`src/rtl/core/bmp_pkg.sv`:
```
`timescale 1ns / 1ps
// ----------------------------------------------------------------------------
// bmp_pkg: shared constants for the binomial modulo prime block
// Field widths, the prime and the Fermat exponent used for the inverse.
// ----------------------------------------------------------------------------
package bmp_pkg;

  localparam int TOP_W   = 30;
  localparam int PICK_W  = 19;
  localparam int VALUE_W = 30;

  localparam int MAX_K_DEF = 262144;

  localparam logic [TOP_W-1:0] PRIME   = 30'd998244353;
  localparam logic [TOP_W-1:0] INV_EXP = 30'd998244351;
  localparam logic [31:0]      PRIME_X1 = 32'd998244353;
  localparam logic [31:0]      PRIME_X2 = 32'd1996488706;

  localparam int BIT_W = $clog2(TOP_W);

endpackage

```
`src/rtl/core/bmp_in_if.sv`:
```
`timescale 1ns / 1ps
// ----------------------------------------------------------------------------
// bmp_in_if: request channel
// Valid/ready channel carrying the top value and the choose count.
// ----------------------------------------------------------------------------
interface bmp_in_if;
  logic                       valid;
  logic                       ready;
  logic [bmp_pkg::TOP_W-1:0]  top;
  logic [bmp_pkg::PICK_W-1:0] pick;

  modport source (output valid, output top, output pick, input ready);
  modport sink   (input valid, input top, input pick, output ready);
endinterface

```
`src/rtl/core/bmp_out_if.sv`:
```
`timescale 1ns / 1ps
// ----------------------------------------------------------------------------
// bmp_out_if: result channel
// Valid/ready channel carrying the reduced binomial coefficient.
// ----------------------------------------------------------------------------
interface bmp_out_if;
  logic                        valid;
  logic                        ready;
  logic [bmp_pkg::VALUE_W-1:0] value;

  modport source (output valid, output value, input ready);
  modport sink   (input valid, input value, output ready);
endinterface

```
`src/rtl/core/bmp_mulmod.sv`:
```
`timescale 1ns / 1ps
// ----------------------------------------------------------------------------
// bmp_mulmod: bit-serial modular multiplier
// Computes a*b mod PRIME, one multiplier bit per cycle, MSB first, with a
// shift, add and conditional subtract each cycle.
// ----------------------------------------------------------------------------
module bmp_mulmod (
  input  logic                      clk,
  input  logic                      rst,
  input  logic                      start,
  input  logic [bmp_pkg::TOP_W-1:0] a,
  input  logic [bmp_pkg::TOP_W-1:0] b,
  output logic                      done,
  output logic [bmp_pkg::TOP_W-1:0] prod
);

  logic [bmp_pkg::TOP_W-1:0] mcand;
  logic [bmp_pkg::TOP_W-1:0] mplier;
  logic [bmp_pkg::TOP_W-1:0] acc;
  logic [bmp_pkg::BIT_W-1:0] cnt;
  logic                      busy;
  logic [31:0]               sum;
  logic [31:0]               red;

  always_comb begin
    sum = {1'b0, acc, 1'b0} + (mplier[bmp_pkg::TOP_W-1] ? {2'b00, mcand} : 32'd0);
    priority if (sum >= bmp_pkg::PRIME_X2) begin
      red = sum - bmp_pkg::PRIME_X2;
    end else if (sum >= bmp_pkg::PRIME_X1) begin
      red = sum - bmp_pkg::PRIME_X1;
    end else begin
      red = sum;
    end
  end

  always_ff @(posedge clk) begin
    if (rst) begin
      busy <= 1'b0;
      done <= 1'b0;
    end else begin
      done <= 1'b0;
      if (start) begin
        busy <= 1'b1;
      end else if (busy && cnt == '0) begin
        busy <= 1'b0;
        done <= 1'b1;
      end
    end
  end

  always_ff @(posedge clk) begin
    if (start) begin
      mcand  <= a;
      mplier <= b;
      acc    <= '0;
      cnt    <= bmp_pkg::BIT_W'(bmp_pkg::TOP_W - 1);
    end else if (busy) begin
      acc    <= red[bmp_pkg::TOP_W-1:0];
      mplier <= {mplier[bmp_pkg::TOP_W-2:0], 1'b0};
      cnt    <= cnt - 1'b1;
    end
  end

  assign prod = acc;

endmodule

```
`src/rtl/core/binomial_mod_prime.sv`:
```
`timescale 1ns / 1ps
// ----------------------------------------------------------------------------
// binomial_mod_prime: binomial coefficient modulo 998244353
// Returns C(top, pick) mod 998244353 via a falling product and a Fermat
// inverse of pick!, all on one shared bit-serial modular multiplier.
// ----------------------------------------------------------------------------
// Usage:
//   req carries top and pick; a transfer happens when valid and ready are
//   both high. ready is high only while the block is idle, so one item is
//   in work at a time. rsp carries value and holds it with valid high
//   until the receiver takes it; a stalled receiver simply keeps the block
//   busy, and no new request is taken until that transfer.
//   pick above MAX_K is saturated to MAX_K; a saturated pick above top gives zero.
// Sequence:
//   Every modular multiply runs on the shared multiplier. An item takes two
//   multiplies and one step state per factor of the saturated pick k, then
//   58 multiplies for the exponentiation and one final multiply; a
//   saturated pick above top skips the multiplier.
// Reset:
//   rst is synchronous and returns the sequencer to idle; any item in work
//   is dropped. No state is kept between items.
// ----------------------------------------------------------------------------
module binomial_mod_prime #(
  parameter int MAX_K = bmp_pkg::MAX_K_DEF
) (
  input  logic      clk,
  input  logic      rst,
  bmp_in_if.sink    req,
  bmp_out_if.source rsp
);

  localparam int TW   = bmp_pkg::TOP_W;
  localparam int CW   = $clog2(MAX_K + 1);
  localparam int CMPW = (CW > bmp_pkg::PICK_W) ? CW : bmp_pkg::PICK_W;
  localparam logic [CMPW-1:0] MAXK_C = CMPW'(MAX_K);

  typedef enum logic [7:0] {
    S_IDLE = 8'b00000001,
    S_STEP = 8'b00000010,
    S_NUM  = 8'b00000100,
    S_DEN  = 8'b00001000,
    S_EXPB = 8'b00010000,
    S_SQ   = 8'b00100000,
    S_MUL  = 8'b01000000,
    S_FIN  = 8'b10000000
  } state_t;

  state_t                      state, state_next;
  logic                        out_valid, out_valid_next;
  logic [bmp_pkg::VALUE_W-1:0] value, value_next;
  logic [TW-1:0]               num, num_next;
  logic [TW-1:0]               den, den_next;
  logic [TW-1:0]               fac, fac_next;
  logic [TW-1:0]               acc, acc_next;
  logic [CW-1:0]               cnt, cnt_next;
  logic [CW-1:0]               kmax, kmax_next;
  logic [bmp_pkg::BIT_W-1:0]   bidx, bidx_next;

  logic          mm_start;
  logic [TW-1:0] mm_a;
  logic [TW-1:0] mm_b;
  logic          mm_done;
  logic [TW-1:0] mm_prod;

  logic [CMPW-1:0] pick_ext;
  logic [CMPW-1:0] pick_sat;

  assign req.ready = (state == S_IDLE) && !out_valid;
  assign rsp.valid = out_valid;
  assign rsp.value = value;

  always_comb begin
    pick_ext = CMPW'(req.pick);
    pick_sat = (pick_ext > MAXK_C) ? MAXK_C : pick_ext;
  end

  always_comb begin
    state_next     = state;
    out_valid_next = out_valid;
    value_next     = value;
    num_next       = num;
    den_next       = den;
    fac_next       = fac;
    acc_next       = acc;
    cnt_next       = cnt;
    kmax_next      = kmax;
    bidx_next      = bidx;
    mm_start       = 1'b0;
    mm_a           = num;
    mm_b           = fac;

    if (out_valid && rsp.ready) begin
      out_valid_next = 1'b0;
    end

    unique case (state)
      S_IDLE: begin
        if (req.valid && req.ready) begin
          if (TW'(pick_sat) > req.top) begin
            value_next     = '0;
            out_valid_next = 1'b1;
          end else begin
            fac_next   = (req.top >= bmp_pkg::PRIME) ? req.top - bmp_pkg::PRIME : req.top;
            num_next   = TW'(1);
            den_next   = TW'(1);
            cnt_next   = '0;
            kmax_next  = CW'(pick_sat);
            state_next = S_STEP;
          end
        end
      end
      S_STEP: begin
        if (cnt == kmax) begin
          acc_next   = TW'(1);
          bidx_next  = bmp_pkg::BIT_W'(TW - 1);
          state_next = S_EXPB;
        end else begin
          mm_start   = 1'b1;
          mm_a       = num;
          mm_b       = fac;
          state_next = S_NUM;
        end
      end
      S_NUM: begin
        if (mm_done) begin
          num_next   = mm_prod;
          mm_start   = 1'b1;
          mm_a       = den;
          mm_b       = TW'(cnt) + TW'(1);
          state_next = S_DEN;
        end
      end
      S_DEN: begin
        if (mm_done) begin
          den_next   = mm_prod;
          cnt_next   = cnt + 1'b1;
          fac_next   = (fac == '0) ? bmp_pkg::PRIME - TW'(1) : fac - TW'(1);
          state_next = S_STEP;
        end
      end
      S_EXPB: begin
        mm_start   = 1'b1;
        mm_a       = acc;
        mm_b       = acc;
        state_next = S_SQ;
      end
      S_SQ: begin
        if (mm_done) begin
          acc_next = mm_prod;
          mm_start = 1'b1;
          priority if (bmp_pkg::INV_EXP[bidx]) begin
            mm_a       = mm_prod;
            mm_b       = den;
            state_next = S_MUL;
          end else if (bidx == '0) begin
            mm_a       = num;
            mm_b       = mm_prod;
            state_next = S_FIN;
          end else begin
            bidx_next  = bidx - 1'b1;
            mm_a       = mm_prod;
            mm_b       = mm_prod;
            state_next = S_SQ;
          end
        end
      end
      S_MUL: begin
        if (mm_done) begin
          acc_next = mm_prod;
          mm_start = 1'b1;
          if (bidx == '0) begin
            mm_a       = num;
            mm_b       = mm_prod;
            state_next = S_FIN;
          end else begin
            bidx_next  = bidx - 1'b1;
            mm_a       = mm_prod;
            mm_b       = mm_prod;
            state_next = S_SQ;
          end
        end
      end
      S_FIN: begin
        if (mm_done) begin
          value_next     = mm_prod;
          out_valid_next = 1'b1;
          state_next     = S_IDLE;
        end
      end
      default: begin
        state_next = S_IDLE;
      end
    endcase
  end

  always_ff @(posedge clk) begin
    if (rst) begin
      state     <= S_IDLE;
      out_valid <= 1'b0;
    end else begin
      state     <= state_next;
      out_valid <= out_valid_next;
    end
  end

  always_ff @(posedge clk) begin
    value <= value_next;
    num   <= num_next;
    den   <= den_next;
    fac   <= fac_next;
    acc   <= acc_next;
    cnt   <= cnt_next;
    kmax  <= kmax_next;
    bidx  <= bidx_next;
  end

  bmp_mulmod u_mulmod (
    .clk   (clk),
    .rst   (rst),
    .start (mm_start),
    .a     (mm_a),
    .b     (mm_b),
    .done  (mm_done),
    .prod  (mm_prod)
  );

endmodule

```
`src/flat_wrapper.sv`:
```
// flat-port wrapper written by rule: the top's interface ports become plain ports
module binomial_mod_prime_flat 
#(
  parameter int MAX_K = bmp_pkg::MAX_K_DEF
)
  (clk, rst, req_valid, req_top, req_pick, req_ready, rsp_valid, rsp_value, rsp_ready);
  bmp_in_if req_i ();
  bmp_out_if rsp_i ();
  input  logic clk;
  input  logic rst;
  input wire logic [$bits(req_i.valid)-1:0] req_valid;
  input wire logic [$bits(req_i.top)-1:0] req_top;
  input wire logic [$bits(req_i.pick)-1:0] req_pick;
  output wire logic [$bits(req_i.ready)-1:0] req_ready;
  output wire logic [$bits(rsp_i.valid)-1:0] rsp_valid;
  output wire logic [$bits(rsp_i.value)-1:0] rsp_value;
  input wire logic [$bits(rsp_i.ready)-1:0] rsp_ready;
  assign req_i.valid = req_valid;
  assign req_i.top = req_top;
  assign req_i.pick = req_pick;
  assign req_ready = req_i.ready;
  assign rsp_valid = rsp_i.valid;
  assign rsp_value = rsp_i.value;
  assign rsp_i.ready = rsp_ready;
  binomial_mod_prime #(.MAX_K(MAX_K)) u_core (.clk(clk), .rst(rst), .req(req_i), .rsp(rsp_i));
endmodule
```
`config.mk`:
```
export PLATFORM = sky130hd
export DESIGN_NAME = binomial_mod_prime_flat
export DESIGN_NICKNAME = d
export VERILOG_FILES = /design/src/rtl/core/bmp_pkg.sv /design/src/rtl/core/bmp_in_if.sv /design/src/rtl/core/bmp_out_if.sv /design/src/rtl/core/bmp_mulmod.sv /design/src/rtl/core/binomial_mod_prime.sv /design/src/flat_wrapper.sv
export SDC_FILE = /design/constraint.sdc
export NUM_CORES = 1
export LEC_CHECK = 0
export ABC_CLOCK_PERIOD_IN_PS = 12600
export BUFFER_PORTS_ARGS = -buffer_cell sky130_fd_sc_hd__buf_4
export CORE_ASPECT_RATIO = 1.5
export CORE_UTILIZATION = 55
export CTS_CLUSTER_DIAMETER = 60
export DETAILED_ROUTE_END_ITERATION = 6
export GPL_ROUTABILITY_DRIVEN = 1
export HOLD_SLACK_MARGIN = 0.15
export PLACE_DENSITY = 0.78
export SYNTH_ARGS = -nofsm -noshare
export SYNTH_HDL_FRONTEND = slang
export SYNTH_SLANG_ARGS = --single-unit
```
`constraint.sdc`:
```
create_clock -name clk -period 12.6 [get_ports clk]
set_clock_uncertainty 0.1 [all_clocks]
set_input_delay 0.63 -clock clk [delete_from_list [all_inputs] [get_ports clk]]
set_output_delay 0.63 -clock clk [all_outputs]
set_load 0.005 [all_outputs]
```
==> results of run 1 <==
## power by group
part | total, mW | internal [mW] | switching (mW) | leakage (nW)
clock network | 0.983 | 0.578 | 0.405 | 0.531
logic | 1.62 | 0.603 | 1.02 | 3.90
registers | 1.83 | 1.45 | 0.376 | 2.69
## sequential cells by signal (all words and copies together), names as in the netlist, named ones only
signal	cells
u_core.u_mulmod.busy	1
u_core.rsp.valid	1
u_core.rsp.value	30
u_core.fac	30
u_core.u_mulmod.prod	30
u_core.kmax	19
u_core.acc	30
u_core.bidx	5
u_core.u_mulmod.mcand	30
u_core.state	8
u_core.cnt	19
u_core.u_mulmod.done	1
u_core.num	30
u_core.u_mulmod.cnt	5
u_core.den	30
u_core.u_mulmod.mplier	30
## metrics by stage
stage               instance area [sq um]  util (%)  setup slack [ps]  hold WS, ps
detailed placement                  19300      59.2              6710          355
global route                        20400      62.4              6400          224
finish                              20400      62.4              6600          217
CTS                                 20400      62.4              6680          206
global placement                    19300      59.2              6870          352
floorplan                           18300         -              1990          340
## worst reg2reg max path: stages, from the launching register on
cell and delay (ps):
edfxtp_1 1030, and2_1 260, ha_1 180, inv_1 60, fa_1 410, nand2b_1 210, a21oi_1 250, xnor2_1 220
o211ai_1 250, nand4bb_1 340, or2_0 480, or4_1 640, o311ai_4 330, and2_4 250, a31oi_2 210, nor3_1 370
xnor2_1 180, a21oi_1 80
## per-layer routing
metal	vias to the layer above	wire length (microns)	track usage [%]
met5	-	9	0
met4	2	3090	18.7
met3	194	3740	3.52
met2	769	27200	56.6
met1	7390	19500	37.2
li1	7127	-	-
## final cells by class
cell class / count / area [sq um]
clock buffer: 38 / 842
clock inverter: 16 / 231
fill: 2735 / 12300
inverter: 49 / 184
multi-input combinational: 1469 / 9260
sequential: 300 / 8540
tap: 415 / 519
timing repair buffer: 107 / 803
## cell families after synthesis
group / count (synthesis)
mux: 8
compound gates: 540
simple gates: 726
buf+inv: 148
fa+ha+maj: 60
xor+xnor: 135
flops: 300
## cells in the final DEF, fill, tap and decap left out, types with 6 or more instances in the layout
cell type	instances
nor2b_1	17
edfxtp_1	253
o21ai_0	153
o22ai_1	24
xor2_1	35
a21o_1	18
ha_1	59
or4_1	9
a21oi_1	164
xnor2_1	100
nand3b_1	6
o211ai_1	24
nor3_1	41
clkbuf_16	31
and3_1	14
buf_4	107
nor2_1	156
mux2i_1	6
inv_1	48
nand4_1	24
dfxtp_1	46
nor4_1	23
a31oi_1	25
a211oi_1	8
a311oi_1	7
a221oi_1	13
or3_1	17
nand2_1	155
a22oi_1	36
and2_1	163
nand2b_1	17
or2_2	6
nand3_1	41
## final timing paths
kind | start | endpoint | slack [ps] | cells past startpoint
worst max-delay path | u_core.u_mulmod.mplier[29] | u_core.u_mulmod.prod[10] | 6600 | 17
worst min-delay path | rst | u_core.u_mulmod.busy | 220 | 2
worst max register to register | u_core.u_mulmod.mplier[29] | u_core.u_mulmod.prod[10] | 6600 | 17
worst min register to register | u_core.u_mulmod.cnt[4] | u_core.u_mulmod.cnt[4] | 380 | 2
==> results.py, run 1 <==
metrics = {
    "detailed_routing": {
        "drtIter0Drc": 1193,
        "wl_microns": 53600,
        "avgViaCountPerCell": 6.47,
        "vias": 15482,
        "drc": 0,
        "wire_per_inst_microns": 22.4,
        "final_antenna_net_count": 0,
        "drt_pass1_iterations": 5,
    },
    "sta": {
        "fin_setup_tns_ps": 0,
        "max_slew_margin_pct": 15.3,
        "tightest_slew_ps": 1270,
        "drv_slew": 0,
        "period_needed_ps": 6000,
        "clock.fmax_mhz": 167,
        "finalSetupViolCount": 0,
        "finalHoldViolCount": 0,
        "rsz0062_at_grt": "false",
        "period_share_pct": 47.6,
    },
    "synth": {
        "synth_top_area_cell": "edfxtp_1",
        "seq_area_frac_synth_pct": 46.7,
        "synth_flop_cell": "edfxtp_1",
        "synth_xor_area_share_pct": 6.46,
        "synth_nets": 2030,
        "synth_edf_count": 253,
        "yosys.area_share.simple_pct": 20.7,
        "yosys_warnings": 0,
        "ys_ff_latch": 300,
        "synthCells": 1917,
        "yosys-top-cells-count": "253 x edfxtp_1, 166 x a21oi_1, 163 x and2_1, 156 x nor2_1, 155 x nand2_1",
        "synth_compound_area_share_pct": 18.4,
        "yosysTopAreaCellShare_pct": 41.5,
        "synth_area_per_cell_sq_um": 9.54,
        "synth_top_family_by_area": "simple AND/OR/NAND/NOR gates",
        "yosysMostFrequentCell": "edfxtp_1",
        "yosys-top-cells-area": "edfxtp_1 42%, and2_1 5.6%, dfxtp_1 5.1%, xnor2_1 4.8%, a21oi_1 4.5%",
        "ys_types": 84,
        "synth_area_sq_um": 18300,
        "synth_fa_ha_area_share_pct": 4.15,
        "async_flop_share_pct": 0,
        "synth.area.mux_share_pct": 0.465,
    },
    "critical_path": {
        "arrival_ps": 6340,
        "crit_path_end_kind": "flop",
        "path_class": "reg -> reg",
        "critPathRequiredTime_ps": 12940,
        "slowest_stage": "edfxtp_1",
        "path_buf_inv": 1,
        "start_kind": "flop",
        "slowest_delay_ps": 1030,
        "cpLargestDelayFamily": "simple AND/OR/NAND/NOR gates",
        "cp_cell_sequence": "and2_1 > ha_1 > inv_1 > fa_1 > nand2b_1 > a21oi_1 > xnor2_1 > o211ai_1 > nand4bb_1 > or2_0 > or4_1 > o311ai_4 > and2_4 > a31oi_2 > nor3_1 > xnor2_1 > a21oi_1",
        "worstPathMaxFanout": 31,
    },
    "pwr": {
        "ir_drop_mv": 0.159,
        "p_leak_nw": 7.12,
        "p_total_mw": 4.43,
        "pwr_density_cell_nw_per_um2": 217,
    },
    "place": {
        "hpwl_microns": 38100,
        "port-buffer-count": 84,
        "place_inst": 2340,
        "place_congestion": 0.976,
    },
    "clock_tree": {
        "clk_latency_ps": 580,
        "h-tree-depth": 1,
        "cts.sinks": 300,
        "clk_transition_reported_paths_ps": 70,
        "cts_resized": 0,
        "clockRootBuffer": "clkbuf_16",
        "tritoncts": "yes",
        "cts_hold_buffers": 0,
        "cts_buffers": 29,
        "cts_setup_buffers": 0,
        "clockBufferDepth": 3,
    },
    "global_routing": {
        "grt_start_max_net_pins": 80,
        "antenna_found_initial": 1,
        "track_usage_pct": 32.1,
        "grt_pass1_vias": 15604,
        "grt_pass1_wl_microns": 84000,
        "grt_overflow": 0,
    },
    "min_path": {
        "hold_path_class": "in -> reg",
    },
    "floorplanning": {
        "rows": 81,
        "io_pins": 85,
        "dieArea_sq_um": 34000,
        "die_w_microns": 151,
        "initial_utilization_pct": 56.0,
        "die_h_microns": 225,
        "fp.coreArea_sq_um": 32600,
    },
    "cells_and_area": {
        "final_nets": 2069,
        "finalNonFillerCells": 2394,
        "syn2layout_area_growth_pct": 11.4,
        "antenna_cells": 0,
        "drive_above_1_share_pct": 10.4,
    },
    "status": {
        "status": "complete, no violations",
    },
    "flow_run": {
        "drv_cap": 0,
    },
}
No activity file was read; power rests on OpenSTA's default activity.
==> run 2, diff against run 1 <==
- ABC_AREA: not set -> 1
- ABC_CLOCK_PERIOD_IN_PS: 12600 -> 5270
- PLACE_DENSITY: 0.78 -> 0.8
- clock period: 12.6 -> 5.27 ns (I/O delays scaled with it)
==> run 2 against run 1 <==
Clock power increased by 120%. Power increased to 3.1 times the previous value. Critical path type unchanged. Critical endpoint is now u_core.u_mulmod.prod[28]. Largest power group is now combinational logic. Combinational power increased to 4.4 times the previous value. Count of clock-buffer cells in the layout increased by 2. Worst setup slack got worse by 5900 ps. Core utilization increased by 0.71 points.
==> results.py, run 2 <==
metrics = {
    "status": {
        "status": "complete, no violations",
    },
    "synth": {
        "synth_nets": 3082,
        "seq_area_frac_synth_pct": 40.2,
        "synthCells": 2969,
        "yosys-top-cells-area": "edfxtp_1 36%, nand2_1 14%, nor2_1 7.1%, inv_1 7.0%, dfxtp_1 4.4%",
        "yosys_warnings": 0,
        "synth_flop_cell": "edfxtp_1",
        "yosysMostFrequentCell": "nand2_1",
        "synth_top_area_cell": "edfxtp_1",
        "synth_area_sq_um": 21300,
        "async_flop_share_pct": 0,
        "synth_edf_count": 253,
        "synth_area_per_cell_sq_um": 7.16,
        "yosysTopAreaCellShare_pct": 35.7,
        "yosys-top-cells-count": "820 x nand2_1, 403 x nor2_1, 397 x inv_1, 253 x edfxtp_1, 172 x o21ai_0",
        "ys_ff_latch": 300,
        "ys_types": 57,
    },
    "floorplanning": {
        "dieArea_sq_um": 39500,
        "die_w_microns": 163,
        "die_h_microns": 243,
        "io_pins": 85,
        "rows": 87,
        "initial_utilization_pct": 56.1,
        "fp.coreArea_sq_um": 37900,
    },
    "sta": {
        "fin_setup_tns_ps": 0,
        "period_share_pct": 87.6,
        "finalSetupViolCount": 0,
        "whs_ps": 197,
        "finalHoldViolCount": 0,
        "rsz0062_at_grt": "false",
        "period_needed_ps": 4620,
        "max_slew_margin_pct": 17.7,
        "clock.fmax_mhz": 217,
        "tightest_slew_ps": 1230,
        "drv_slew": 0,
    },
    "place": {
        "hpwl_microns": 54200,
        "place_inst": 3473,
        "place_congestion": 1.14,
        "port-buffer-count": 84,
        "post_dp_cell_area_sq_um": 22400,
    },
    "pwr": {
        "power.share.clock_pct": 15.8,
        "p_leak_nw": 10.6,
        "swShare_pct": 48.6,
        "pwr_density_cell_nw_per_um2": 577,
        "intPower_mw": 7.10,
        "p_sw_mw": 6.71,
        "p_comb_share_pct": 51.6,
        "ir_drop_mv": 0.507,
        "seqPwrFrac_pct": 32.7,
    },
    "min_path": {
        "hold_path_class": "in -> reg",
        "hold-path-endpoint": "u_core.fac[0]",
        "hold-path-cell-count": 4,
        "min-delay-start": "req_top[0]",
    },
    "detailed_routing": {
        "drt_pass1_iterations": 6,
        "avgViaCountPerCell": 5.90,
        "wl_microns": 72700,
        "final_antenna_net_count": 0,
        "drc": 0,
        "vias": 21171,
        "wire_per_inst_microns": 20.3,
        "drtIter0Drc": 1768,
    },
    "clock_tree": {
        "clk_latency_ps": 600,
        "clockBufferDepth": 3,
        "h-tree-depth": 1,
        "clockRootBuffer": "clkbuf_16",
        "cts.sinks": 300,
        "clk_transition_reported_paths_ps": 60,
        "tritoncts": "yes",
        "cts_hold_buffers": 59,
        "cts_setup_buffers": 0,
        "cts_resized": 0,
        "cts_buffers": 31,
    },
    "critical_path": {
        "crit_path_end_kind": "flop",
        "start_kind": "flop",
        "reg2reg_setup_slack_ps": 650,
        "reg2reg_from": "u_core.u_mulmod.mplier[29]",
        "arrival_ps": 4990,
        "worstPathMaxFanout": 9,
        "critPathRequiredTime_ps": 5650,
        "r2r_end": "u_core.u_mulmod.prod[28]",
        "r2r_cells": 24,
        "path_class": "reg -> reg",
    },
    "cells_and_area": {
        "finalNonFillerCells": 3590,
        "design_area_sq_um": 23900,
        "syn2layout_area_growth_pct": 12.6,
        "layout_common_cells": "818 x nand2_1, 401 x nor2_1, 395 x inv_1",
        "antenna_cells": 0,
        "drive_above_1_share_pct": 8.26,
        "final_common_cell": "nand2_1",
        "final_nets": 3189,
        "post-route-util_pct": 63.2,
    },
    "global_routing": {
        "grt_pass1_vias": 20983,
        "grt_pass1_wl_microns": 113000,
        "grt_overflow": 0,
        "antenna_found_initial": 0,
        "track_usage_pct": 37.1,
        "grt_start_max_net_pins": 75,
    },
    "flow_run": {
        "drv_cap": 0,
    },
}
run 2: layout make-up:
type	count	area (sq um)
Inverter	423	1590
Clock inverter	18	161
Multi-Input combinational cell	2140	10700
Fill cell	3327	14000
Timing Repair Buffer	180	1510
Tap cell	489	612
Clock buffer	40	810
Sequential cell	300	8540
run 2: critical path, cell delays in order, from the launching register on:
cell,delay (ps)
edfxtp_1,530
nand2_1,90
inv_1,70
ha_1,220
inv_1,80
fa_1,420
xnor2_1,250
nor2_2,280
nand2_1,320
nor2_1,530
nand3_1,310
nor2_1,160
nand2_1,70
nor2_1,220
nand3_1,210
nand2_1,130
nand2_1,50
nand2_1,50
nand2_1,50
nand2_1,70
nand2_1,60
nand2_1,50
nand3_1,70
nand2_1,80
inv_1,40
run 2: how the worst max path moves through the flow:
| stage | startpoint | endpoint | slack [ps] | depth (start not counted) |
|---|---|---|---|---|
| after CTS | u_core.u_mulmod.mplier[29] | u_core.u_mulmod.prod[28] | 660 | 24 |
| after global routing | u_core.u_mulmod.mplier[29] | u_core.u_mulmod.prod[28] | 340 | 24 |
| after global placement | u_core.u_mulmod.mplier[29] | u_core.u_mulmod.prod[28] | 800 | 24 |
| after floorplan | req_pick[13] | u_core.cnt[0] | 1010 | 18 |
| after detailed placement | u_core.u_mulmod.mplier[29] | u_core.u_mulmod.prod[28] | 700 | 24 |
| final | u_core.u_mulmod.mplier[29] | u_core.u_mulmod.prod[28] | 650 | 24 |
run 2: kinds of logic (layout without fill, tap and decap cells):
kind of cell | Yosys count | count (layout) | share of synthesized area (%)
and+or+nand+nor | 1563 | 1563 | 30.9
adders and majority gates | 60 | 60 | 3.57
buffers and inverters | 529 | 661 | 9.64
DFF | 300 | 300 | 40.2
xor gates and xnor gates | 110 | 110 | 4.53
AOI/OAI and AO/OA | 407 | 407 | 11.2
run 2: layer usage:
layer	up-vias	wire, microns	track usage [%]
met1	9843	24700	38.6
met3	299	4990	4.56
met5	-	0	0
met4	0	5780	27.7
li1	9954	-	-
met2	1075	37300	67.2
run 2: through the flow:
step / setup slack [ps] / power [mW]
after floorplan: 1010 / 9.33
after global placement: 796 / 11.3
after detailed placement: 697 / 11.4
after CTS: 660 / 13.7
after global routing: 345 / 14.7
final: 655 / 13.8
run 2: power groups by stage:
stage / sequential [mW] / clock (mW) / combinational, mW
5_1_grt: 4.59 / 2.27 / 7.88
3_3_place_gp: 4.49 / 0 / 6.83
6_report: 4.51 / 2.18 / 7.12
4_1_cts: 4.47 / 2.19 / 7.00
2_1_floorplan: 4.26 / 0 / 5.07
3_5_place_dp: 4.51 / 0 / 6.93
==> run 3, diff against run 2 <==
- SYNTH_HIERARCHICAL: not set -> 1
==> run 3 against run 2 <==
Sequential share of layout area is 1.7 points lower. Synthesized cell count grew 10%. Die area up 6.2%. Combinational power fell by 13%. Core utilization decreased by 0.85 points. Register-to-register slack worse by 20 ps. Count of clock-buffer cells in the layout fell by 3. First-iteration DRC count is 24% higher. Non-clock buffer count is 13 lower. Wire length up 8.9%. Largest power group unchanged.
==> results.py, run 3 <==
metrics = {
    "detailed_routing": {
        "vias": 22500,
        "wire_per_inst_microns": 20.4,
        "drt_pass1_iterations": 6,
        "wl_microns": 79200,
        "final_antenna_net_count": 0,
        "avgViaCountPerCell": 5.79,
        "drtIter0Drc": 2192,
        "drc": 0,
    },
    "floorplanning": {
        "die_w_microns": 167,
        "fp.coreArea_sq_um": 40300,
        "initial_utilization_pct": 56.0,
        "io_pins": 85,
        "dieArea_sq_um": 41900,
        "rows": 90,
        "die_h_microns": 250,
    },
    "pwr": {
        "ir_drop_mv": 0.667,
        "pwr_density_cell_nw_per_um2": 514,
        "p_leak_nw": 11.5,
    },
    "synth": {
        "seq_area_frac_synth_pct": 37.8,
        "synth_top_area_cell": "edfxtp_1",
        "ys_types": 64,
        "synth_flop_cell": "edfxtp_1",
        "synth_area_sq_um": 22600,
        "yosys_warnings": 6,
        "synth_edf_count": 253,
        "yosysTopAreaCellShare_pct": 33.6,
        "synth_area_per_cell_sq_um": 6.91,
        "yosysMostFrequentCell": "nand2_1",
        "synth_nets": 3384,
        "synthCells": 3270,
        "async_flop_share_pct": 0,
        "yosys-top-cells-count": "1,062 x nand2_1, 421 x inv_1, 408 x nor2_1, 253 x edfxtp_1, 239 x nand3_1",
        "ys_ff_latch": 300,
        "yosys-top-cells-area": "edfxtp_1 34%, nand2_1 18%, inv_1 7.0%, nor2_1 6.8%, nand3_1 5.3%",
    },
    "cells_and_area": {
        "final_nets": 3476,
        "syn2layout_area_growth_pct": 11.2,
        "fill_cells": 3716,
        "multi_input_area_sq_um": 11900,
        "final_common_cell": "nand2_1",
        "register_area_sq_um": 8540,
        "layout_common_cells": "1,061 x nand2_1, 421 x inv_1, 405 x nor2_1",
        "antenna_cells": 0,
        "drive_above_1_share_pct": 9.05,
    },
    "place": {
        "port-buffer-count": 84,
        "place_congestion": 1.02,
        "pre_cts_ws_ps": 785,
        "hpwl_microns": 60000,
    },
    "clock_tree": {
        "clockRootBuffer": "clkbuf_16",
        "h-tree-depth": 1,
        "cts.sinks": 300,
        "tritoncts": "yes",
        "cts_resized": 0,
        "cts_buffers": 30,
        "clk_transition_reported_paths_ps": 70,
        "clk_latency_ps": 610,
        "clockBufferDepth": 3,
    },
    "sta": {
        "clock.fmax_mhz": 216,
        "period_needed_ps": 4630,
        "tightest_slew_ps": 1200,
        "drv_slew": 0,
        "rsz0062_at_grt": "false",
        "max_slew_margin_pct": 20.1,
        "period_share_pct": 87.9,
        "timing.final.ws_setup_ps": 640,
        "finalSetupViolCount": 0,
        "fin_setup_tns_ps": 0,
        "finalHoldViolCount": 0,
    },
    "global_routing": {
        "grt_pass1_wl_microns": 121000,
        "grt_start_max_net_pins": 79,
        "antenna_found_initial": 0,
        "track_usage_pct": 37.9,
        "grt_overflow": 0,
        "grt_pass1_vias": 22149,
    },
    "flow_run": {
        "drv_cap": 0,
    },
    "critical_path": {
        "arrival_ps": 5080,
        "path_class": "reg -> reg",
        "crit_path_end_kind": "flop",
        "start_kind": "flop",
        "critPathRequiredTime_ps": 5720,
        "worstPathMaxFanout": 49,
    },
    "min_path": {
        "hold_path_class": "in -> reg",
    },
    "status": {
        "status": "complete, no violations",
    },
}
## run 3: changes by cell type in the layout (fill, tap and decap cells not counted), sizes merged, moves of 11 or more
cell / change
nand3b: +12
or2: +18
a21oi: -39
o311ai: -17
nand3: +77
nor2: +19
o211ai: +15
inv: +21
nand2: +260
nor4: -13
o22ai: -11
a31oi: -23
## run 3: cell type report
cell class              instances  area share [%]
well taps                     506            2.52
repair buffers                167            5.68
multi-input cells            2423            47.5
clock inverters                16           0.548
flip-flops and latches        300            34.0
inverters                     440            6.58
clock buffers                  37            3.21
## run 3: power breakdown
| group | total (mW) | leakage (nW) | switching [mW] | internal, mW |
|---|---|---|---|---|
| clock network | 2.11 | 0.462 | 0.969 | 1.14 |
| logic | 6.20 | 8.23 | 4.38 | 1.82 |
| registers | 4.60 | 2.80 | 0.785 | 3.82 |
| total | 12.9 | 11.5 | 6.14 | 6.78 |
## run 3: logic make-up (layout without fill, tap and decap cells)
family,Yosys count,after routing,synth area share (%)
flops,300,300,37.8
fa+ha+maj,61,61,3.41
buf+inv,547,660,9.62
xor+xnor,107,107,4.15
simple gates,1944,1944,37.1
compound gates,311,311,7.89
## run 3: metrics by stage
stage	power [mW]	cells	instance area (sq um)	hold slack, ps	utilization (%)
6_report	12.9	3889	25100	247	62.3
5_1_grt	13.7	3889	25100	267	62.3
4_1_cts	12.8	3889	25100	209	62.3
3_5_place_dp	10.6	3782	23600	380	58.6
3_3_place_gp	10.5	3782	23600	345	58.6
2_1_floorplan	8.71	3270	22600	233	-
## run 3: per-layer routing
| layer | GRT usage (%) | wire length (microns) | up-vias |
|---|---|---|---|
| li1 | - | - | 10694 |
| met4 | 31.2 | 7290 | 0 |
| met5 | 0 | 0 | - |
| met1 | 38.0 | 26200 | 10352 |
| met3 | 4.06 | 4910 | 325 |
| met2 | 70.2 | 40900 | 1129 |
## run 3: critical path, cell delays in order, from the launching register on
cell and delay (ps):
edfxtp_1 580, buf_4 290, nand2_1 70, inv_1 40, ha_1 380, nand2_1 110, inv_1 90, nand2_1 90
nor3_1 540, nand3_1 450, nand2_1 190, nand2_1 60, nand2_1 160, nand4_1 160, nor2_4 170, nand2_4 120
nand2_4 450, nand2_1 110, o21ai_0 100, nand2_1 70, nand2_1 60, nand2_1 70, nand2_1 80
## run 3: worst paths after layout
path	from	end	slack [ps]	depth (start not counted)
worst max register to register	u_core/u_mulmod/mplier[29]	u_core/u_mulmod/prod[15]	640	22
worst min register to register	u_core/u_mulmod/cnt[4]	u_core/u_mulmod/cnt[4]	400	2
worst min-delay path	req_top[0]	u_core/fac[0]	250	5
worst max-delay path	u_core/u_mulmod/mplier[29]	u_core/u_mulmod/prod[15]	640	22
## run 3: timing repair
action	CTS	global route
setup buffers	0	0
endpoints found under the hold margin	59	0
hold buffers	54	0
